File: src/hdl/sfdlw_pkg.sv
// shared types, constants and codes of the sensor frame decoder with link watchdog
// no dependencies; used by every other file of the block

package sfdlw_pkg;

    localparam int UPTIME_WIDTH_DEF = 32;

    localparam int ID_W    = 11;
    localparam int LEN_W   = 4;
    localparam int DATA_W  = 64;
    localparam int KIND_W  = 3;
    localparam int CHAN_W  = 4;
    localparam int READ_W  = 32;
    localparam int STAT_W  = 8;
    localparam int PERIOD_W = 16;
    localparam int VER_W   = 8;

    localparam logic [ID_W-1:0] ID_BEAT     = 11'h010;
    localparam logic [ID_W-1:0] ID_PRESS_LO = 11'h100;
    localparam logic [ID_W-1:0] ID_PRESS_HI = 11'h101;
    localparam logic [ID_W-1:0] ID_TEMP     = 11'h102;
    localparam logic [ID_W-1:0] ID_FORCE    = 11'h103;

    localparam logic [LEN_W-1:0] LEN_READ  = 4'd8;
    localparam logic [LEN_W-1:0] LEN_FORCE = 4'd5;

    localparam logic [KIND_W-1:0] KIND_PRESS  = 3'd0;
    localparam logic [KIND_W-1:0] KIND_TEMP   = 3'd1;
    localparam logic [KIND_W-1:0] KIND_FORCE  = 3'd2;
    localparam logic [KIND_W-1:0] KIND_HEALTH = 3'd3;
    localparam logic [KIND_W-1:0] KIND_BEAT   = 3'd4;
    localparam logic [KIND_W-1:0] KIND_LOST   = 3'd5;

    localparam logic [15:0] FAULT_FLAG = 16'h0001;
    localparam logic [15:0] NO_FAULT   = 16'h0000;

    localparam logic [CHAN_W-1:0] CHAN_FIRST_LO = 4'd1;
    localparam logic [CHAN_W-1:0] CHAN_FIRST_HI = 4'd5;

    // apb register map
    localparam int CFG_ADDR_W = 5;
    localparam int CFG_DATA_W = 32;
    localparam logic [2:0] REG_WATCHDOG = 3'd0;
    localparam logic [2:0] REG_REPORT   = 3'd1;
    localparam logic [2:0] REG_BEAT     = 3'd2;
    localparam logic [2:0] REG_VER_MAJ  = 3'd3;
    localparam logic [2:0] REG_VER_MIN  = 3'd4;

    localparam logic [PERIOD_W-1:0] WATCHDOG_RST = 16'd3000;
    localparam logic [PERIOD_W-1:0] REPORT_RST   = 16'd200;
    localparam logic [PERIOD_W-1:0] BEAT_RST     = 16'd1000;
    localparam logic [VER_W-1:0]    VER_MAJ_RST  = 8'd3;
    localparam logic [VER_W-1:0]    VER_MIN_RST  = 8'd0;

    localparam int QUEUE_DEPTH = 4;
    localparam int QPTR_W = $clog2(QUEUE_DEPTH);
    localparam int QCNT_W = $clog2(QUEUE_DEPTH + 1);

    typedef struct packed {
        logic [PERIOD_W-1:0] watchdog_ms;
        logic [PERIOD_W-1:0] report_period_ms;
        logic [PERIOD_W-1:0] beat_period_ms;
        logic [VER_W-1:0]    version_major;
        logic [VER_W-1:0]    version_minor;
    } cfg_t;

    typedef enum logic [1:0] {
        JOB_READ  = 2'd0,
        JOB_FORCE = 2'd1,
        JOB_EVENT = 2'd2
    } job_type_t;

    // event flags in emit order: lost, health, beat
    typedef struct packed {
        job_type_t         jtype;
        logic              link_ok;
        logic              temp;
        logic              hi_bank;
        logic [2:0]        events;
        logic [DATA_W-1:0] data;
    } job_t;

endpackage

File: src/hdl/sfdlw_if.sv
// request and result channel interfaces with valid/ready handshake
// depends on sfdlw_pkg

interface sfdlw_in_if;
    import sfdlw_pkg::*;
    logic              valid;
    logic              ready;
    logic              req_type;
    logic [ID_W-1:0]   frame_id;
    logic [LEN_W-1:0]  frame_len;
    logic [DATA_W-1:0] frame_bytes;

    modport source (output valid, req_type, frame_id, frame_len, frame_bytes, input ready);
    modport sink   (input valid, req_type, frame_id, frame_len, frame_bytes, output ready);
endinterface

interface sfdlw_out_if;
    import sfdlw_pkg::*;
    logic                     valid;
    logic                     ready;
    logic [KIND_W-1:0]        out_kind;
    logic [CHAN_W-1:0]        channel;
    logic signed [READ_W-1:0] reading;
    logic [STAT_W-1:0]        sensor_status;
    logic                     link_ok;
    logic [DATA_W-1:0]        beat_payload;
    logic                     last_of_run;

    modport source (output valid, out_kind, channel, reading, sensor_status, link_ok,
                    beat_payload, last_of_run, input ready);
    modport sink   (input valid, out_kind, channel, reading, sensor_status, link_ok,
                    beat_payload, last_of_run, output ready);
endinterface

File: src/hdl/sfdlw_cfg.sv
// apb configuration registers: watchdog, report and beat periods, version bytes
// depends on sfdlw_pkg

module sfdlw_cfg (
    input  logic                             clk,
    input  logic                             rst_n,
    input  logic                             psel,
    input  logic                             penable,
    input  logic                             pwrite,
    input  logic [sfdlw_pkg::CFG_ADDR_W-1:0] paddr,
    input  logic [sfdlw_pkg::CFG_DATA_W-1:0] pwdata,
    output logic [sfdlw_pkg::CFG_DATA_W-1:0] prdata,
    output logic                             pready,
    output sfdlw_pkg::cfg_t                  cfg
);
    import sfdlw_pkg::*;

    cfg_t       cfg_reg;
    cfg_t       cfg_next;
    logic       wr_en;
    logic [2:0] reg_idx;

    assign pready  = 1'b1;
    assign wr_en   = psel & penable & pwrite & pready;
    assign reg_idx = paddr[CFG_ADDR_W-1:2];
    assign cfg     = cfg_reg;

    always_comb
    begin
        cfg_next = cfg_reg;
        if (wr_en)
        begin
            case (reg_idx)
                REG_WATCHDOG: cfg_next.watchdog_ms      = pwdata[PERIOD_W-1:0];
                REG_REPORT:   cfg_next.report_period_ms = pwdata[PERIOD_W-1:0];
                REG_BEAT:     cfg_next.beat_period_ms   = pwdata[PERIOD_W-1:0];
                REG_VER_MAJ:  cfg_next.version_major    = pwdata[VER_W-1:0];
                REG_VER_MIN:  cfg_next.version_minor    = pwdata[VER_W-1:0];
                default:      cfg_next = cfg_reg;
            endcase
        end
    end

    always_comb
    begin
        case (reg_idx)
            REG_WATCHDOG: prdata = CFG_DATA_W'(cfg_reg.watchdog_ms);
            REG_REPORT:   prdata = CFG_DATA_W'(cfg_reg.report_period_ms);
            REG_BEAT:     prdata = CFG_DATA_W'(cfg_reg.beat_period_ms);
            REG_VER_MAJ:  prdata = CFG_DATA_W'(cfg_reg.version_major);
            REG_VER_MIN:  prdata = CFG_DATA_W'(cfg_reg.version_minor);
            default:      prdata = '0;
        endcase
    end

    always_ff @(posedge clk or negedge rst_n)
    begin
        if (!rst_n)
        begin
            cfg_reg.watchdog_ms      <= WATCHDOG_RST;
            cfg_reg.report_period_ms <= REPORT_RST;
            cfg_reg.beat_period_ms   <= BEAT_RST;
            cfg_reg.version_major    <= VER_MAJ_RST;
            cfg_reg.version_minor    <= VER_MIN_RST;
        end
        else
        begin
            cfg_reg <= cfg_next;
        end
    end

endmodule

File: src/hdl/sfdlw_front.sv
// front end: accepts requests, runs uptime and link watchdog, queues result jobs
// depends on sfdlw_pkg and sfdlw_if

module sfdlw_front #(
    parameter int UPTIME_WIDTH = sfdlw_pkg::UPTIME_WIDTH_DEF
) (
    input  logic            clk,
    input  logic            rst_n,
    sfdlw_in_if.sink        frame_in,
    input  sfdlw_pkg::cfg_t cfg,
    input  logic            q_full,
    output logic            push,
    output sfdlw_pkg::job_t push_job
);
    import sfdlw_pkg::*;

    logic [UPTIME_WIDTH-1:0] uptime_reg, uptime_next;
    logic [UPTIME_WIDTH-1:0] partner_reg, partner_next;
    logic [UPTIME_WIDTH-1:0] report_reg, report_next;
    logic [UPTIME_WIDTH-1:0] beat_reg, beat_next;
    logic                    fault_reg, fault_next;
    logic [UPTIME_WIDTH-1:0] now;
    logic [UPTIME_WIDTH-1:0] rep_diff;
    logic [UPTIME_WIDTH-1:0] beat_diff;
    logic [UPTIME_WIDTH-1:0] wd_diff;
    logic [63:0]             now_ext;
    logic                    accept;
    logic                    rep_due;
    logic                    beat_due;
    logic                    lost;

    assign frame_in.ready = !q_full;
    assign accept         = frame_in.valid & frame_in.ready;

    assign now       = uptime_reg + UPTIME_WIDTH'(1);
    assign now_ext   = 64'(now);
    assign rep_diff  = now - report_reg;
    assign beat_diff = now - beat_reg;
    assign wd_diff   = now - partner_reg;
    assign rep_due   = rep_diff >= UPTIME_WIDTH'(cfg.report_period_ms);
    assign beat_due  = beat_diff >= UPTIME_WIDTH'(cfg.beat_period_ms);
    assign lost      = rep_due & !fault_reg & (wd_diff > UPTIME_WIDTH'(cfg.watchdog_ms));

    always_comb
    begin
        uptime_next  = uptime_reg;
        partner_next = partner_reg;
        report_next  = report_reg;
        beat_next    = beat_reg;
        fault_next   = fault_reg;
        push         = 1'b0;
        push_job     = '0;
        push_job.data    = frame_in.frame_bytes;
        push_job.link_ok = !fault_reg;
        if (accept)
        begin
            if (frame_in.req_type)
            begin
                uptime_next = now;
                if (rep_due)
                begin
                    report_next = now;
                end
                if (lost)
                begin
                    fault_next = 1'b1;
                end
                if (beat_due)
                begin
                    beat_next = now;
                end
                push             = rep_due | beat_due;
                push_job.jtype   = JOB_EVENT;
                push_job.events  = {lost, rep_due, beat_due};
                push_job.link_ok = !(fault_reg | lost);
                push_job.data    = {32'b0, now_ext[31:0]};
            end
            else if (frame_in.frame_id == ID_BEAT)
            begin
                partner_next     = uptime_reg;
                fault_next       = 1'b0;
                push             = fault_reg;
                push_job.jtype   = JOB_EVENT;
                push_job.events  = 3'b010;
                push_job.link_ok = 1'b1;
            end
            else if (frame_in.frame_id inside {ID_PRESS_LO, ID_PRESS_HI, ID_TEMP})
            begin
                push             = frame_in.frame_len >= LEN_READ;
                push_job.jtype   = JOB_READ;
                push_job.temp    = frame_in.frame_id == ID_TEMP;
                push_job.hi_bank = frame_in.frame_id == ID_PRESS_HI;
            end
            else if (frame_in.frame_id == ID_FORCE)
            begin
                push           = frame_in.frame_len >= LEN_FORCE;
                push_job.jtype = JOB_FORCE;
            end
        end
    end

    always_ff @(posedge clk or negedge rst_n)
    begin
        if (!rst_n)
        begin
            uptime_reg  <= '0;
            partner_reg <= '0;
            report_reg  <= '0;
            beat_reg    <= '0;
            fault_reg   <= 1'b1;
        end
        else
        begin
            uptime_reg  <= uptime_next;
            partner_reg <= partner_next;
            report_reg  <= report_next;
            beat_reg    <= beat_next;
            fault_reg   <= fault_next;
        end
    end

endmodule

File: src/hdl/sfdlw_queue.sv
// short job queue between front and back end, first word fall through
// depends on sfdlw_pkg

module sfdlw_queue (
    input  logic            clk,
    input  logic            rst_n,
    input  logic            push,
    input  sfdlw_pkg::job_t push_job,
    input  logic            pop,
    output logic            full,
    output logic            q_valid,
    output sfdlw_pkg::job_t head
);
    import sfdlw_pkg::*;

    job_t              mem_reg [QUEUE_DEPTH];
    logic [QPTR_W-1:0] wr_ptr_reg, wr_ptr_next;
    logic [QPTR_W-1:0] rd_ptr_reg, rd_ptr_next;
    logic [QCNT_W-1:0] count_reg, count_next;
    logic              do_pop;

    assign full    = count_reg == QCNT_W'(QUEUE_DEPTH);
    assign q_valid = count_reg != '0;
    assign head    = mem_reg[rd_ptr_reg];
    assign do_pop  = pop & q_valid;

    always_comb
    begin
        wr_ptr_next = push ? wr_ptr_reg + 1'b1 : wr_ptr_reg;
        rd_ptr_next = do_pop ? rd_ptr_reg + 1'b1 : rd_ptr_reg;
        count_next  = count_reg + QCNT_W'(push) - QCNT_W'(do_pop);
    end

    always_ff @(posedge clk)
    begin
        if (push)
        begin
            mem_reg[wr_ptr_reg] <= push_job;
        end
    end

    always_ff @(posedge clk or negedge rst_n)
    begin
        if (!rst_n)
        begin
            wr_ptr_reg <= '0;
            rd_ptr_reg <= '0;
            count_reg  <= '0;
        end
        else
        begin
            wr_ptr_reg <= wr_ptr_next;
            rd_ptr_reg <= rd_ptr_next;
            count_reg  <= count_next;
        end
    end

endmodule

File: src/hdl/sfdlw_back.sv
// back end: expands each queued job into its results, one per cycle unless stalled, into the output register
// depends on sfdlw_pkg and sfdlw_if

module sfdlw_back (
    input  logic            clk,
    input  logic            rst_n,
    input  logic            q_valid,
    input  sfdlw_pkg::job_t head,
    input  sfdlw_pkg::cfg_t cfg,
    output logic            pop,
    sfdlw_out_if.source     result_out
);
    import sfdlw_pkg::*;

    logic                     out_valid_reg, out_valid_next;
    logic [KIND_W-1:0]        kind_reg, kind_next;
    logic [CHAN_W-1:0]        chan_reg, chan_next;
    logic [READ_W-1:0]        read_reg, read_next;
    logic [STAT_W-1:0]        stat_reg, stat_next;
    logic                     ok_reg, ok_next;
    logic [DATA_W-1:0]        pay_reg, pay_next;
    logic                     last_reg, last_next;
    logic [1:0]               cnt_reg, cnt_next;
    logic [2:0]               done_reg, done_next;
    logic [2:0]               pend;
    logic [2:0]               emit_bit;
    logic [15:0]              raw;
    logic                     load;

    assign load = q_valid & (!out_valid_reg | result_out.ready);
    assign pend = head.events & ~done_reg;
    assign raw  = head.data[16*cnt_reg +: 16];

    always_comb
    begin
        kind_next = KIND_HEALTH;
        chan_next = '0;
        read_next = '0;
        stat_next = '0;
        ok_next   = head.link_ok;
        pay_next  = '0;
        last_next = 1'b1;
        emit_bit  = '0;
        case (head.jtype)
            JOB_READ:
            begin
                kind_next = head.temp ? KIND_TEMP : KIND_PRESS;
                chan_next = (head.hi_bank ? CHAN_FIRST_HI : CHAN_FIRST_LO) + {2'b0, cnt_reg};
                read_next = {{16{raw[15]}}, raw};
                last_next = cnt_reg == 2'd3;
            end
            JOB_FORCE:
            begin
                kind_next = KIND_FORCE;
                read_next = head.data[31:0];
                stat_next = head.data[39:32];
            end
            JOB_EVENT:
            begin
                if (pend[2])
                begin
                    kind_next = KIND_LOST;
                    emit_bit  = 3'b100;
                    last_next = !(pend[1] | pend[0]);
                end
                else if (pend[1])
                begin
                    kind_next = KIND_HEALTH;
                    emit_bit  = 3'b010;
                    last_next = !pend[0];
                end
                else
                begin
                    kind_next = KIND_BEAT;
                    emit_bit  = 3'b001;
                    pay_next  = {cfg.version_minor, cfg.version_major,
                                 head.link_ok ? NO_FAULT : FAULT_FLAG, head.data[31:0]};
                end
            end
            default:
            begin
                kind_next = KIND_HEALTH;
            end
        endcase
    end

    always_comb
    begin
        pop            = load & last_next;
        cnt_next       = cnt_reg;
        done_next      = done_reg;
        out_valid_next = result_out.ready ? 1'b0 : out_valid_reg;
        if (load)
        begin
            out_valid_next = 1'b1;
            if (last_next)
            begin
                cnt_next  = '0;
                done_next = '0;
            end
            else
            begin
                cnt_next  = cnt_reg + 2'd1;
                done_next = done_reg | emit_bit;
            end
        end
    end

    always_ff @(posedge clk)
    begin
        if (load)
        begin
            kind_reg <= kind_next;
            chan_reg <= chan_next;
            read_reg <= read_next;
            stat_reg <= stat_next;
            ok_reg   <= ok_next;
            pay_reg  <= pay_next;
            last_reg <= last_next;
        end
    end

    always_ff @(posedge clk or negedge rst_n)
    begin
        if (!rst_n)
        begin
            out_valid_reg <= 1'b0;
            cnt_reg       <= '0;
            done_reg      <= '0;
        end
        else
        begin
            out_valid_reg <= out_valid_next;
            cnt_reg       <= cnt_next;
            done_reg      <= done_next;
        end
    end

    assign result_out.valid         = out_valid_reg;
    assign result_out.out_kind      = kind_reg;
    assign result_out.channel       = chan_reg;
    assign result_out.reading       = read_reg;
    assign result_out.sensor_status = stat_reg;
    assign result_out.link_ok       = ok_reg;
    assign result_out.beat_payload  = pay_reg;
    assign result_out.last_of_run   = last_reg;

endmodule

File: src/hdl/sensor_frame_decoder_link_watchdog.sv
// sensor frame decoder with link watchdog; jobs are queued, then results registered
// front end takes one request per cycle while its 4-entry job queue has room
// back end: one result per cycle unless stalled, 4 per readings frame, up to 3 per tick
// reset: uptime and timestamps zero, link faulted, registers at defaults, queue empty
// depends on sfdlw_pkg, sfdlw_if, sfdlw_cfg, sfdlw_front, sfdlw_queue, sfdlw_back

module sensor_frame_decoder_link_watchdog #(
    parameter int UPTIME_WIDTH = sfdlw_pkg::UPTIME_WIDTH_DEF
) (
    input  logic                             clk,
    input  logic                             rst_n,
    sfdlw_in_if.sink                         frame_in,
    sfdlw_out_if.source                      result_out,
    input  logic                             psel,
    input  logic                             penable,
    input  logic                             pwrite,
    input  logic [sfdlw_pkg::CFG_ADDR_W-1:0] paddr,
    input  logic [sfdlw_pkg::CFG_DATA_W-1:0] pwdata,
    output logic [sfdlw_pkg::CFG_DATA_W-1:0] prdata,
    output logic                             pready
);
    import sfdlw_pkg::*;

    cfg_t cfg;
    job_t push_job;
    job_t head;
    logic push;
    logic pop;
    logic q_full;
    logic q_valid;

    sfdlw_cfg u_cfg (
        .clk     (clk),
        .rst_n   (rst_n),
        .psel    (psel),
        .penable (penable),
        .pwrite  (pwrite),
        .paddr   (paddr),
        .pwdata  (pwdata),
        .prdata  (prdata),
        .pready  (pready),
        .cfg     (cfg)
    );

    sfdlw_front #(
        .UPTIME_WIDTH (UPTIME_WIDTH)
    ) u_front (
        .clk      (clk),
        .rst_n    (rst_n),
        .frame_in (frame_in),
        .cfg      (cfg),
        .q_full   (q_full),
        .push     (push),
        .push_job (push_job)
    );

    sfdlw_queue u_queue (
        .clk      (clk),
        .rst_n    (rst_n),
        .push     (push),
        .push_job (push_job),
        .pop      (pop),
        .full     (q_full),
        .q_valid  (q_valid),
        .head     (head)
    );

    sfdlw_back u_back (
        .clk        (clk),
        .rst_n      (rst_n),
        .q_valid    (q_valid),
        .head       (head),
        .cfg        (cfg),
        .pop        (pop),
        .result_out (result_out)
    );

endmodule

File: src/flat_wrapper.sv
// flat-port wrapper written by rule: the top's interface ports become plain ports
module sensor_frame_decoder_link_watchdog_flat import sfdlw_pkg::*;
#(
    parameter int UPTIME_WIDTH = sfdlw_pkg::UPTIME_WIDTH_DEF
)
  (clk, rst_n, psel, penable, pwrite, paddr, pwdata, prdata, pready, frame_in_valid, frame_in_req_type, frame_in_frame_id, frame_in_frame_len, frame_in_frame_bytes, frame_in_ready, result_out_valid, result_out_out_kind, result_out_channel, result_out_reading, result_out_sensor_status, result_out_link_ok, result_out_beat_payload, result_out_last_of_run, result_out_ready);
  sfdlw_in_if frame_in_i ();
  sfdlw_out_if result_out_i ();
  input  logic clk;
  input  logic rst_n;
  input  logic psel;
  input  logic penable;
  input  logic pwrite;
  input  logic [sfdlw_pkg::CFG_ADDR_W-1:0] paddr;
  input  logic [sfdlw_pkg::CFG_DATA_W-1:0] pwdata;
  output logic [sfdlw_pkg::CFG_DATA_W-1:0] prdata;
  output logic pready;
  input wire logic [$bits(frame_in_i.valid)-1:0] frame_in_valid;
  input wire logic [$bits(frame_in_i.req_type)-1:0] frame_in_req_type;
  input wire logic [$bits(frame_in_i.frame_id)-1:0] frame_in_frame_id;
  input wire logic [$bits(frame_in_i.frame_len)-1:0] frame_in_frame_len;
  input wire logic [$bits(frame_in_i.frame_bytes)-1:0] frame_in_frame_bytes;
  output wire logic [$bits(frame_in_i.ready)-1:0] frame_in_ready;
  output wire logic [$bits(result_out_i.valid)-1:0] result_out_valid;
  output wire logic [$bits(result_out_i.out_kind)-1:0] result_out_out_kind;
  output wire logic [$bits(result_out_i.channel)-1:0] result_out_channel;
  output wire logic [$bits(result_out_i.reading)-1:0] result_out_reading;
  output wire logic [$bits(result_out_i.sensor_status)-1:0] result_out_sensor_status;
  output wire logic [$bits(result_out_i.link_ok)-1:0] result_out_link_ok;
  output wire logic [$bits(result_out_i.beat_payload)-1:0] result_out_beat_payload;
  output wire logic [$bits(result_out_i.last_of_run)-1:0] result_out_last_of_run;
  input wire logic [$bits(result_out_i.ready)-1:0] result_out_ready;
  assign frame_in_i.valid = frame_in_valid;
  assign frame_in_i.req_type = frame_in_req_type;
  assign frame_in_i.frame_id = frame_in_frame_id;
  assign frame_in_i.frame_len = frame_in_frame_len;
  assign frame_in_i.frame_bytes = frame_in_frame_bytes;
  assign frame_in_ready = frame_in_i.ready;
  assign result_out_valid = result_out_i.valid;
  assign result_out_out_kind = result_out_i.out_kind;
  assign result_out_channel = result_out_i.channel;
  assign result_out_reading = result_out_i.reading;
  assign result_out_sensor_status = result_out_i.sensor_status;
  assign result_out_link_ok = result_out_i.link_ok;
  assign result_out_beat_payload = result_out_i.beat_payload;
  assign result_out_last_of_run = result_out_i.last_of_run;
  assign result_out_i.ready = result_out_ready;
  sensor_frame_decoder_link_watchdog #(.UPTIME_WIDTH(UPTIME_WIDTH)) u_core (.clk(clk), .rst_n(rst_n), .frame_in(frame_in_i), .result_out(result_out_i), .psel(psel), .penable(penable), .pwrite(pwrite), .paddr(paddr), .pwdata(pwdata), .prdata(prdata), .pready(pready));
endmodule
File: config.mk
export PLATFORM = sky130hd
export DESIGN_NAME = sensor_frame_decoder_link_watchdog_flat
export DESIGN_NICKNAME = d
export VERILOG_FILES = /design/src/hdl/sfdlw_pkg.sv /design/src/hdl/sfdlw_if.sv /design/src/hdl/sfdlw_cfg.sv /design/src/hdl/sfdlw_front.sv /design/src/hdl/sfdlw_queue.sv /design/src/hdl/sfdlw_back.sv /design/src/hdl/sensor_frame_decoder_link_watchdog.sv /design/src/flat_wrapper.sv
export SDC_FILE = /design/constraint.sdc
export NUM_CORES = 1
export LEC_CHECK = 0
export ABC_AREA = 1
export BUFFER_PORTS_ARGS = -buffer_cell sky130_fd_sc_hd__buf_2
export CAP_MARGIN = 20
export CORE_ASPECT_RATIO = 1.5
export CORE_UTILIZATION = 40
export DETAILED_ROUTE_END_ITERATION = 10
export HOLD_SLACK_MARGIN = 0.12
export SLEW_MARGIN = 20
export SYNTH_ARGS = -nofsm -noshare
export SYNTH_HDL_FRONTEND = slang
export SYNTH_SLANG_ARGS = --single-unit
File: constraint.sdc
create_clock -name clk -period 8.5 [get_ports clk]
set_clock_uncertainty 0.15 [all_clocks]
set_input_delay 0.85 -clock clk [delete_from_list [all_inputs] [get_ports clk]]
set_output_delay 0.85 -clock clk [all_outputs]
set_load 0.01 [all_outputs]
== Yosys cells after proc, flatten, opt, wreduce, memory -nomap -nowiden ==
Memory sizes are Yosys's and may differ from the RTL's.
Cells that the tools add are included.

* Bits in registers: 319
* Bits in latches: 0
* Bits in writable memories: 288
* ROM bits: 0
* Output and inout bits: 148
* Logic and storage cells: 134
* Memories: 1

{| class="wikitable"
|+ Memories
! name !! depth !! width !! read ports !! clocked after memory_dff !! wr ports !! RTL line !! RTL
|-
| u_core.u_queue.mem_reg || 4 || 72 || 1 || 0 || 1 || sfdlw_queue.sv:16 || <nowiki>job_t mem_reg [QUEUE_DEPTH];</nowiki>
|}

* Add/subtract/negate cells: 10
* Multiply operators: 0
* Divide/modulo/power cells: 0
* $lt $le $gt $ge: 5
* Equality and inequality tests: 14
* Shifts and indexed selects: 1
* Mux-type cells: 40
* Bitwise logic cells: 17
* Reductions and logical operators: 23

{| class="wikitable"
|+ Operators with widths
! kind !! number
|-
| 32-bit subtractor || 3
|-
| 16-bit one-hot mux with 5 select lines || 1
|-
| 72-bit two-way mux || 1
|-
| 32-bit by 16-bit greater-or-equal comparator with 1-bit output || 2
|-
| 64-bit two-way mux || 1
|-
| 32-bit one-hot mux with 2 select lines || 1
|-
| 64-bit by 7-bit variable part select with 16-bit output || 1
|-
| 11-bit by 9-bit equality test with 1-bit output, second input constant || 4
|-
| 32-bit by 1-bit adder with 32-bit output, second input constant || 1
|-
| 32-bit by 16-bit greater-than comparator with 1-bit output || 1
|-
| 3-bit two-way mux || 8
|-
| 1-bit two-way mux || 18
|-
| 2-bit two-way mux || 8
|-
| 2-bit AND reduction || 6
|-
| 3-bit AND reduction || 4
|-
| 11-bit by 5-bit equality test with 1-bit output, second input constant || 1
|-
| 3-bit one-hot mux with 3 select lines || 1
|-
| 1-bit bitwise AND || 8
|-
| 2-bit by 1-bit adder with 2-bit output, second input constant || 3
|-
| 3-bit by 2-bit equality test with 1-bit output, second input constant || 2
|-
| 3-bit equality test, second input constant || 2
|-
| 1-bit logical NOT || 6
|-
| 3-bit nonzero test || 2
|-
| 3-bit by 2-bit adder with 4-bit output || 1
|-
| other kinds (18) || 24
|}

== Longest topological paths before layout ==
Gate-level depths: netlist of run 1.

* Depth in word-level cells: 9
* Gate-level depth with buffers: 38
* Gate-level depth less buffers: 38

== Hierarchy ==
A second synthesis of run 1 with hierarchy kept.

* Cell total of the unflattened synthesis: 4477
* Area total of the unflattened synthesis: 34966.0 sq um

{| class="wikitable"
|+ Modules (own cells, without submodules)
! module !! times used !! cells each !! area each (sq um) !! sequential area each (sq um)
|-
| sfdlw_front || 1 || 2629 || 15145.8 || 3229.3
|-
| sfdlw_queue || 1 || 964 || 11702.5 || 8823.5
|-
| sfdlw_back || 1 || 458 || 4743.3 || 3093.0
|-
| sfdlw_cfg || 1 || 426 || 3374.5 || 1624.1
|}

== Least setup slack after synthesis of run 1 ==
No wires, ideal clock.

* Kind: register to register
* Start point: reg u_core.u_queue.count_reg[1]
* End point: reg u_core.u_queue.count_reg[2]
* Arrival: 8.044 ns
* Data required time: 8.227 ns
* Setup slack: 0.183 ns
* Cell stages (with the launch flop): 11
* Path buffers: 0
* Path through: dfrtp_1 inv_1 a31oi_1 nand2_1 inv_1 ha_1 inv_1 ha_1 inv_1 fa_1 xnor2_1

{| class="wikitable"
|+ RTL lines
! element !! RTL line !! RTL
|-
| from (decl) || sfdlw_queue.sv:19 || <nowiki>logic [QCNT_W-1:0] count_reg, count_next;</nowiki>
|-
| from (signal assigned) || sfdlw_queue.sv:54 || <nowiki>count_reg <= count_next;</nowiki>
|-
| 3-bit nonzero test || sfdlw_queue.sv:23 || <nowiki>assign q_valid = count_reg != '0;</nowiki>
|-
| 1-bit bitwise AND || sfdlw_back.sv:30 || <nowiki>assign load = q_valid & (!out_valid_reg | result_out.ready);</nowiki>
|-
| via u_core.u_back.load || sfdlw_back.sv:28 || <nowiki>logic load;</nowiki>
|-
| 1-bit bitwise AND || sfdlw_back.sv:89 || <nowiki>pop = load & last_next;</nowiki>
|-
| 1-bit bitwise AND || sfdlw_queue.sv:25 || <nowiki>assign do_pop = pop & q_valid;</nowiki>
|-
| via u_core.u_queue.do_pop || sfdlw_queue.sv:20 || <nowiki>logic do_pop;</nowiki>
|-
| 3-bit by 1-bit subtractor with 3-bit output || sfdlw_queue.sv:31 || <nowiki>count_next = count_reg + QCNT_W'(push) - QCNT_W'(do_pop);</nowiki>
|-
| via u_core.u_queue.count_next[2] || sfdlw_queue.sv:19 ||
|}

The timed path passes the listed nets, and every way through them passes these cells.
A chain may end at the register's enable or synchronous reset.

== Final worst setup path of run 1 ==
* Start point: reg u_core.u_front.uptime_reg[0]
* End point: reg u_core.u_queue.count_reg[2]

* Cells in the longest elaborated chain, start to end: 8

{| class="wikitable"
|+ Ends and longest elaborated chain
! element !! RTL line !! RTL
|-
| from (decl) || sfdlw_front.sv:17 || <nowiki>logic [UPTIME_WIDTH-1:0] uptime_reg, uptime_next;</nowiki>
|-
| from (signal assigned) || sfdlw_front.sv:114 || <nowiki>uptime_reg <= uptime_next;</nowiki>
|-
| 32-bit by 1-bit adder with 32-bit output * || sfdlw_front.sv:35 || <nowiki>assign now = uptime_reg + UPTIME_WIDTH'(1);</nowiki>
|-
| via u_core.u_front.now[28] || sfdlw_front.sv:22 || <nowiki>logic [UPTIME_WIDTH-1:0] now;</nowiki>
|-
| 32-bit subtractor (on tied branches) || sfdlw_front.sv:37, sfdlw_front.sv:38 ||
|-
| 32-bit by 16-bit greater-or-equal comparator with 1-bit output (on tied branches) || sfdlw_front.sv:40, sfdlw_front.sv:41 ||
|-
| 1-bit OR * || sfdlw_front.sv:72 || <nowiki>push = rep_due | beat_due;</nowiki>
|-
| 1-bit two-way mux * || sfdlw_front.sv:57 || <nowiki>if (frame_in.req_type)</nowiki>
|-
| 1-bit two-way mux * || sfdlw_front.sv:55 || <nowiki>if (accept)</nowiki>
|-
| 3-bit by 1-bit adder with 3-bit output * || sfdlw_queue.sv:31 ||
|-
| 3-bit by 1-bit subtractor with 3-bit output * || sfdlw_queue.sv:31 ||
|-
| via u_core.u_queue.count_next[2] || sfdlw_queue.sv:19 ||
|}

Mark *: on every way through the listed nets, which the timed path passes. The rest lies on a longest branch.

==> results of run 1 <==
==> worst min path at each step <==
stage / startpoint / endpoint / slack [ns] / cells after the start
after floorplan: u_core.u_front.beat_reg[10] / u_core.u_front.beat_reg[10] / 0.29 / 2
after global placement: u_core.u_front.beat_reg[16] / u_core.u_front.beat_reg[16] / 0.30 / 2
after detailed placement: u_core.u_front.beat_reg[16] / u_core.u_front.beat_reg[16] / 0.31 / 2
after CTS: result_out_ready / u_core.u_back.result_out.valid / 0.22 / 2
after global routing: result_out_ready / u_core.u_back.result_out.valid / 0.26 / 2
final: result_out_ready / u_core.u_back.result_out.valid / 0.25 / 2
==> kinds of logic after synthesis <==
group           Yosys count  share of synthesized area [%]
compound gates          624                          11.07
xor+xnor                 75                          1.997
fa+ha+maj               153                          5.910
buf+inv                 713                          8.831
flops                   592                          50.97
other cells               2                        0.02283
simple gates           1700                          21.20
==> per-layer routing <==
metal  global-route usage (%)  vias to the layer above
li1                         -                    13030
met1                    27.55                    12570
met2                    43.04                      799
met3                    2.189                      222
met4                    11.60                        0
met5                        0                        -
==> cell usage in the layout, fill, tap and decap left out, types with 149 or more instances in the layout <==
| cell type | netlist | routed |
|---|---|---|
| nand2_1 | 1046 | 1046 |
| inv_1 | 555 | 554 |
| edfxtp_1 | 386 | 386 |
| nor2_1 | 354 | 349 |
| o21ai_0 | 291 | 291 |
| buf_2 | 15 | 220 |
| dfrtp_1 | 187 | 186 |
| a21oi_1 | 162 | 162 |
| nand3_1 | 161 | 160 |
| ha_1 | 149 | 149 |
==> cell type report <==
cell class / count / area (µm²)
multi-input cells: 2584 / 13400
clock buffers: 78 / 1618
well taps: 1040 / 1301
fillers: 7994 / 44380
repair buffers: 260 / 1490
flip-flops and latches: 592 / 16770
inverters: 562 / 2113
clock inverters: 29 / 290.3
==> stage by stage <==
stage	area [µm²]	hold slack (ns)	util (%)	cells
floorplan	33010	0.2919	-	3889
global placement	35050	0.3037	43.08	5036
detailed placement	35060	0.3082	43.09	5037
CTS	36980	0.2250	45.45	5145
global route	36980	0.2608	45.46	5145
finish	36980	0.2509	45.46	5145
==> worst max-delay path, delay by kind of cell, from the launching register on <==
kind            cells  cell delay, ns
xor+xnor            2            0.47
buf+inv             8            0.97
simple gates       18            3.07
fa+ha+maj           5            1.49
compound gates      1            0.12
flops               1            0.57
==> what timing repair did <==
action / 4_1_cts / 5_1_grt
hold buffers: 1 / 0
resized for setup: 0 / 0
endpoints found under the hold margin: 56 / 0
==> qor.txt, run 1 <==
status -> finished, final reports clean
Die Wd -> 236.2 µm
worst stage delay on the critical path -> 0.57 ns
Slew Viols, Final -> 0
routed len/inst -> 19.26 µm
R2R Setup Slk -> 1.54 ns
clock sink count -> 592
die footprint -> 83430 µm²
RePlAce Congestion -> 0.9454
Post-DRT Antenna Nets -> 0
Die H -> 353.3 µm
Tightest Pin Transition -> 1.038 ns
Final nets -> 4334
wire length on met2 -> 50790 µm
Starting Density -> 40.44%
Fin. Hold Viols -> 0
initial antenna violation count -> 1
WP data arrival -> 7.33 ns
core area -> 81360 µm²
Netlist cell types -> 61
share of the synthesized area in the top cell type -> 35.23%
post-synthesis register bit count -> 592
Final setup viols -> 0
Max Fclk -> 143.7 MHz
critical path launch point -> u_core.u_front.uptime_reg[0]
Main synth FF type -> edfxtp_1
RR Startpoint -> u_core.u_front.uptime_reg[0]
RSZ-0062 raised after global routing -> false
CP Data Required Time -> 8.87 ns
GRT Resource Usage Total -> 23.60%
most numerous cell in the Yosys netlist -> nand2_1
Area growth syn-to-layout -> 12.41%
largest net degree at the start of global routing -> 104
Post-CTS Setup Repair Bufs -> 0
CP max stage cell -> dfrtp_1
Critical Path End -> u_core.u_queue.count_reg[2]
clk root buf -> clkbuf_16
DR vias -> 26610
Final min period -> 6.959 ns
fin crit share -> 81.87%
Top Ports -> 272
Clock transition at path regs -> 0.06 ns
Syn Inst Count -> 3859
DP HPWL -> 73730 µm
CP startpoint kind -> flip-flop
metal3 WL -> 4262 µm
final setup margin -> 1.541 ns
DRC violations left -> 0
synth top area cells -> edfxtp_1 35%, dfrtp_1 14%, nand2_1 12%
R2R depth -> 34
layout cells sized above 1 -> 10.96%
hold crit path type -> in2reg
grt ovf -> 0
Ys Warns -> 0
CTS tree -> built
EDFF count, synth -> 386
top sig layer -> met4
average cell area after synthesis -> 8.526 µm²
M1 WL -> 38830 µm
Post-synth ARST share -> 34.80%
H-Tree Depth -> 2
Via density -> 5.173
DR iter-0 viols -> 1842
Setup CP Type -> reg2reg
worst-case clock buffer depth -> 3
Detailed Routing Iterations Pass 1 -> 5
area of the mapped netlist -> 32900 µm²
first-pass GRT wire length -> 151100 µm
crit end category -> flip-flop
max cap viols -> 0
TritonCTS Buffers -> 57
max FFs per register -> 288
Clock Latency Late Sink -> 0.64 ns
vias in the first global route -> 26320
top cells by count, synth -> 1046 x nand2_1, 555 x inv_1, 386 x edfxtp_1
DRT Wirelength -> 99090 µm
Final TNS setup -> 0 ns
Crit Path Max Fanout -> 7
pre-CTS setup slack -> 1.632 ns
Diodes inserted -> 0
sequential element share of the synthesized area -> 50.97%
PortBufs -> 221
Synth area leader -> edfxtp_1
Worst R2R End -> u_core.u_queue.count_reg[2]
row cnt -> 128
Max transition margin -> 30.81%
Power of run 1 is left out: the tool's default activity adds up to more than one toggle a clock period on the data nets, which glitch-free logic cannot reach.
==> run 2: changes to the inputs <==
Clock period 8.5 ns to 6.5 ns, I/O delays scaled along.
==> qor.txt, run 2 (synthesis results as in run 1) <==
Max transition margin -> 34.55%
Final nets -> 4370
worst-case clock buffer depth -> 3
Die H -> 353.3 µm
CP max stage cell -> or4_1
layout cells sized above 1 -> 11.95%
CTS tree -> built
Slew Viols, Final -> 0
crit end category -> flip-flop
Tightest Pin Transition -> 0.9817 ns
core area -> 81360 µm²
cell mode on critical path -> inv_1
Detailed Routing Iterations Pass 1 -> 6
most frequent cells in the layout -> 1046 x nand2_1, 554 x inv_1, 386 x edfxtp_1
layout filler cell count -> 7996
Fin. Hold Viols -> 0
status -> finished, final reports clean
Clock transition at path regs -> 0.07 ns
grt ovf -> 0
Clock Latency Late Sink -> 0.65 ns
Post-DRT Antenna Nets -> 0
Top Ports -> 272
largest net degree at the start of global routing -> 119
row cnt -> 128
TritonCTS Buffers -> 58
DP HPWL -> 74340 µm
R2R depth -> 30
vias in the first global route -> 26340
hold path depth -> 3
GRT Resource Usage Total -> 23.36%
first-pass GRT wire length -> 150100 µm
RePlAce Congestion -> 0.9864
Via density -> 5.178
clock sink count -> 592
DR iter-0 viols -> 1816
R2R Setup Slk -> 0.48 ns
Die Wd -> 236.2 µm
hold crit path type -> in2reg
initial antenna violation count -> 3
die footprint -> 83430 µm²
PortBufs -> 221
Final setup viols -> 0
RSZ-0062 raised after global routing -> false
Crit Path Max Fanout -> 5
max cap viols -> 0
most common cell after layout, fill and taps aside -> nand2_1
multi-input gate area in the final layout -> 13410 µm²
CP Data Required Time -> 6.88 ns
DR vias -> 26850
H-Tree Depth -> 2
Setup CP Type -> reg2reg
Seq. cell area -> 16770 µm²
WP data arrival -> 6.40 ns
Max Fclk -> 166.2 MHz
fin crit share -> 92.55%
CP startpoint kind -> flip-flop
Final min period -> 6.016 ns
max FFs per register -> 288
worst stage delay on the critical path -> 0.53 ns
clk root buf -> clkbuf_16
DRT Wirelength -> 98240 µm
Final TNS setup -> 0 ns
Area growth syn-to-layout -> 13.88%
Starting Density -> 40.44%
DRC violations left -> 0
routed len/inst -> 18.95 µm
[run 2: cell types whose count changed in the layout (fill, tap and decap cells not counted), sizes merged]
cell,delta
buf,+32
clkbuf,+2
clkinv,+2
clkinvlp,-2
diode,+2
dlygate4sd3,+3
inv,+1
[run 2: cell type report]
class | count | area share, %
Sequential cell | 592 | 44.77
Multi-Input combinational cell | 2584 | 35.79
Inverter | 562 | 5.640
Timing Repair Buffer | 295 | 4.989
Clock buffer | 80 | 4.471
Tap cell | 1040 | 3.473
Clock inverter | 30 | 0.8515
Antenna cell | 2 | 0.01336
[run 2: repair_timing]
| action | in CTS | in global routing |
|---|---|---|
| hold endpoints to repair | 78 | 0 |
| endpoints found under the setup margin | 0 | 2 |
| hold buffers | 4 | 0 |
| buffers inserted | 0 | 1 |
| gates resized for setup | 0 | 3 |
[run 2: final timing paths]
kind,endpoint,start
max in group asynchronous,u_core.u_front.partner_reg[22],rst_n
worst min register to register,u_core.u_front.beat_reg[24],u_core.u_front.beat_reg[24]
worst max-delay path,u_core.u_queue.count_reg[2],u_core.u_front.uptime_reg[7]
worst max register to register,u_core.u_queue.count_reg[2],u_core.u_front.uptime_reg[7]
worst min-delay path,u_core.u_cfg.cfg[45],pwdata[13]
min in group asynchronous,u_core.u_cfg.cfg[14],rst_n
[run 2: critical path: cells and delay by family, from the launching register on]
kind,cells,cell delay (ns)
AOI/OAI and AO/OA,1,0.20
DFF,1,0.39
buffers and inverters,6,0.67
xor gates and xnor gates,3,0.61
adders and majority gates,5,1.36
and+or+nand+nor,15,2.52
[run 2: metrics by stage]
stage / setup slack [ns] / instances / hold slack [ns] / util (%) / instance area [µm²]
detailed placement: 0.4117 / 5068 / 0.3084 / 43.52 / 35410
global route: 0.02130 / 5183 / 0.1694 / 46.05 / 37460
CTS: 0.3674 / 5182 / 0.1238 / 46.02 / 37440
finish: 0.4843 / 5185 / 0.1509 / 46.05 / 37470
global placement: 0.4424 / 5068 / 0.3058 / 43.52 / 35410
floorplan: -0.7283 / 3889 / 0.2044 / - / 33020
[run 2: metal layers]
layer | vias to the layer above | share of wire [%] | global-route usage [%]
met5 | - | 0 | 0
met4 | 0 | 4.9 | 10.87
met3 | 186 | 4.0 | 2.204
met2 | 778 | 52 | 42.92
met1 | 12790 | 40 | 27.23
li1 | 13090 | - | -
Power of run 2 is left out for the same reason.
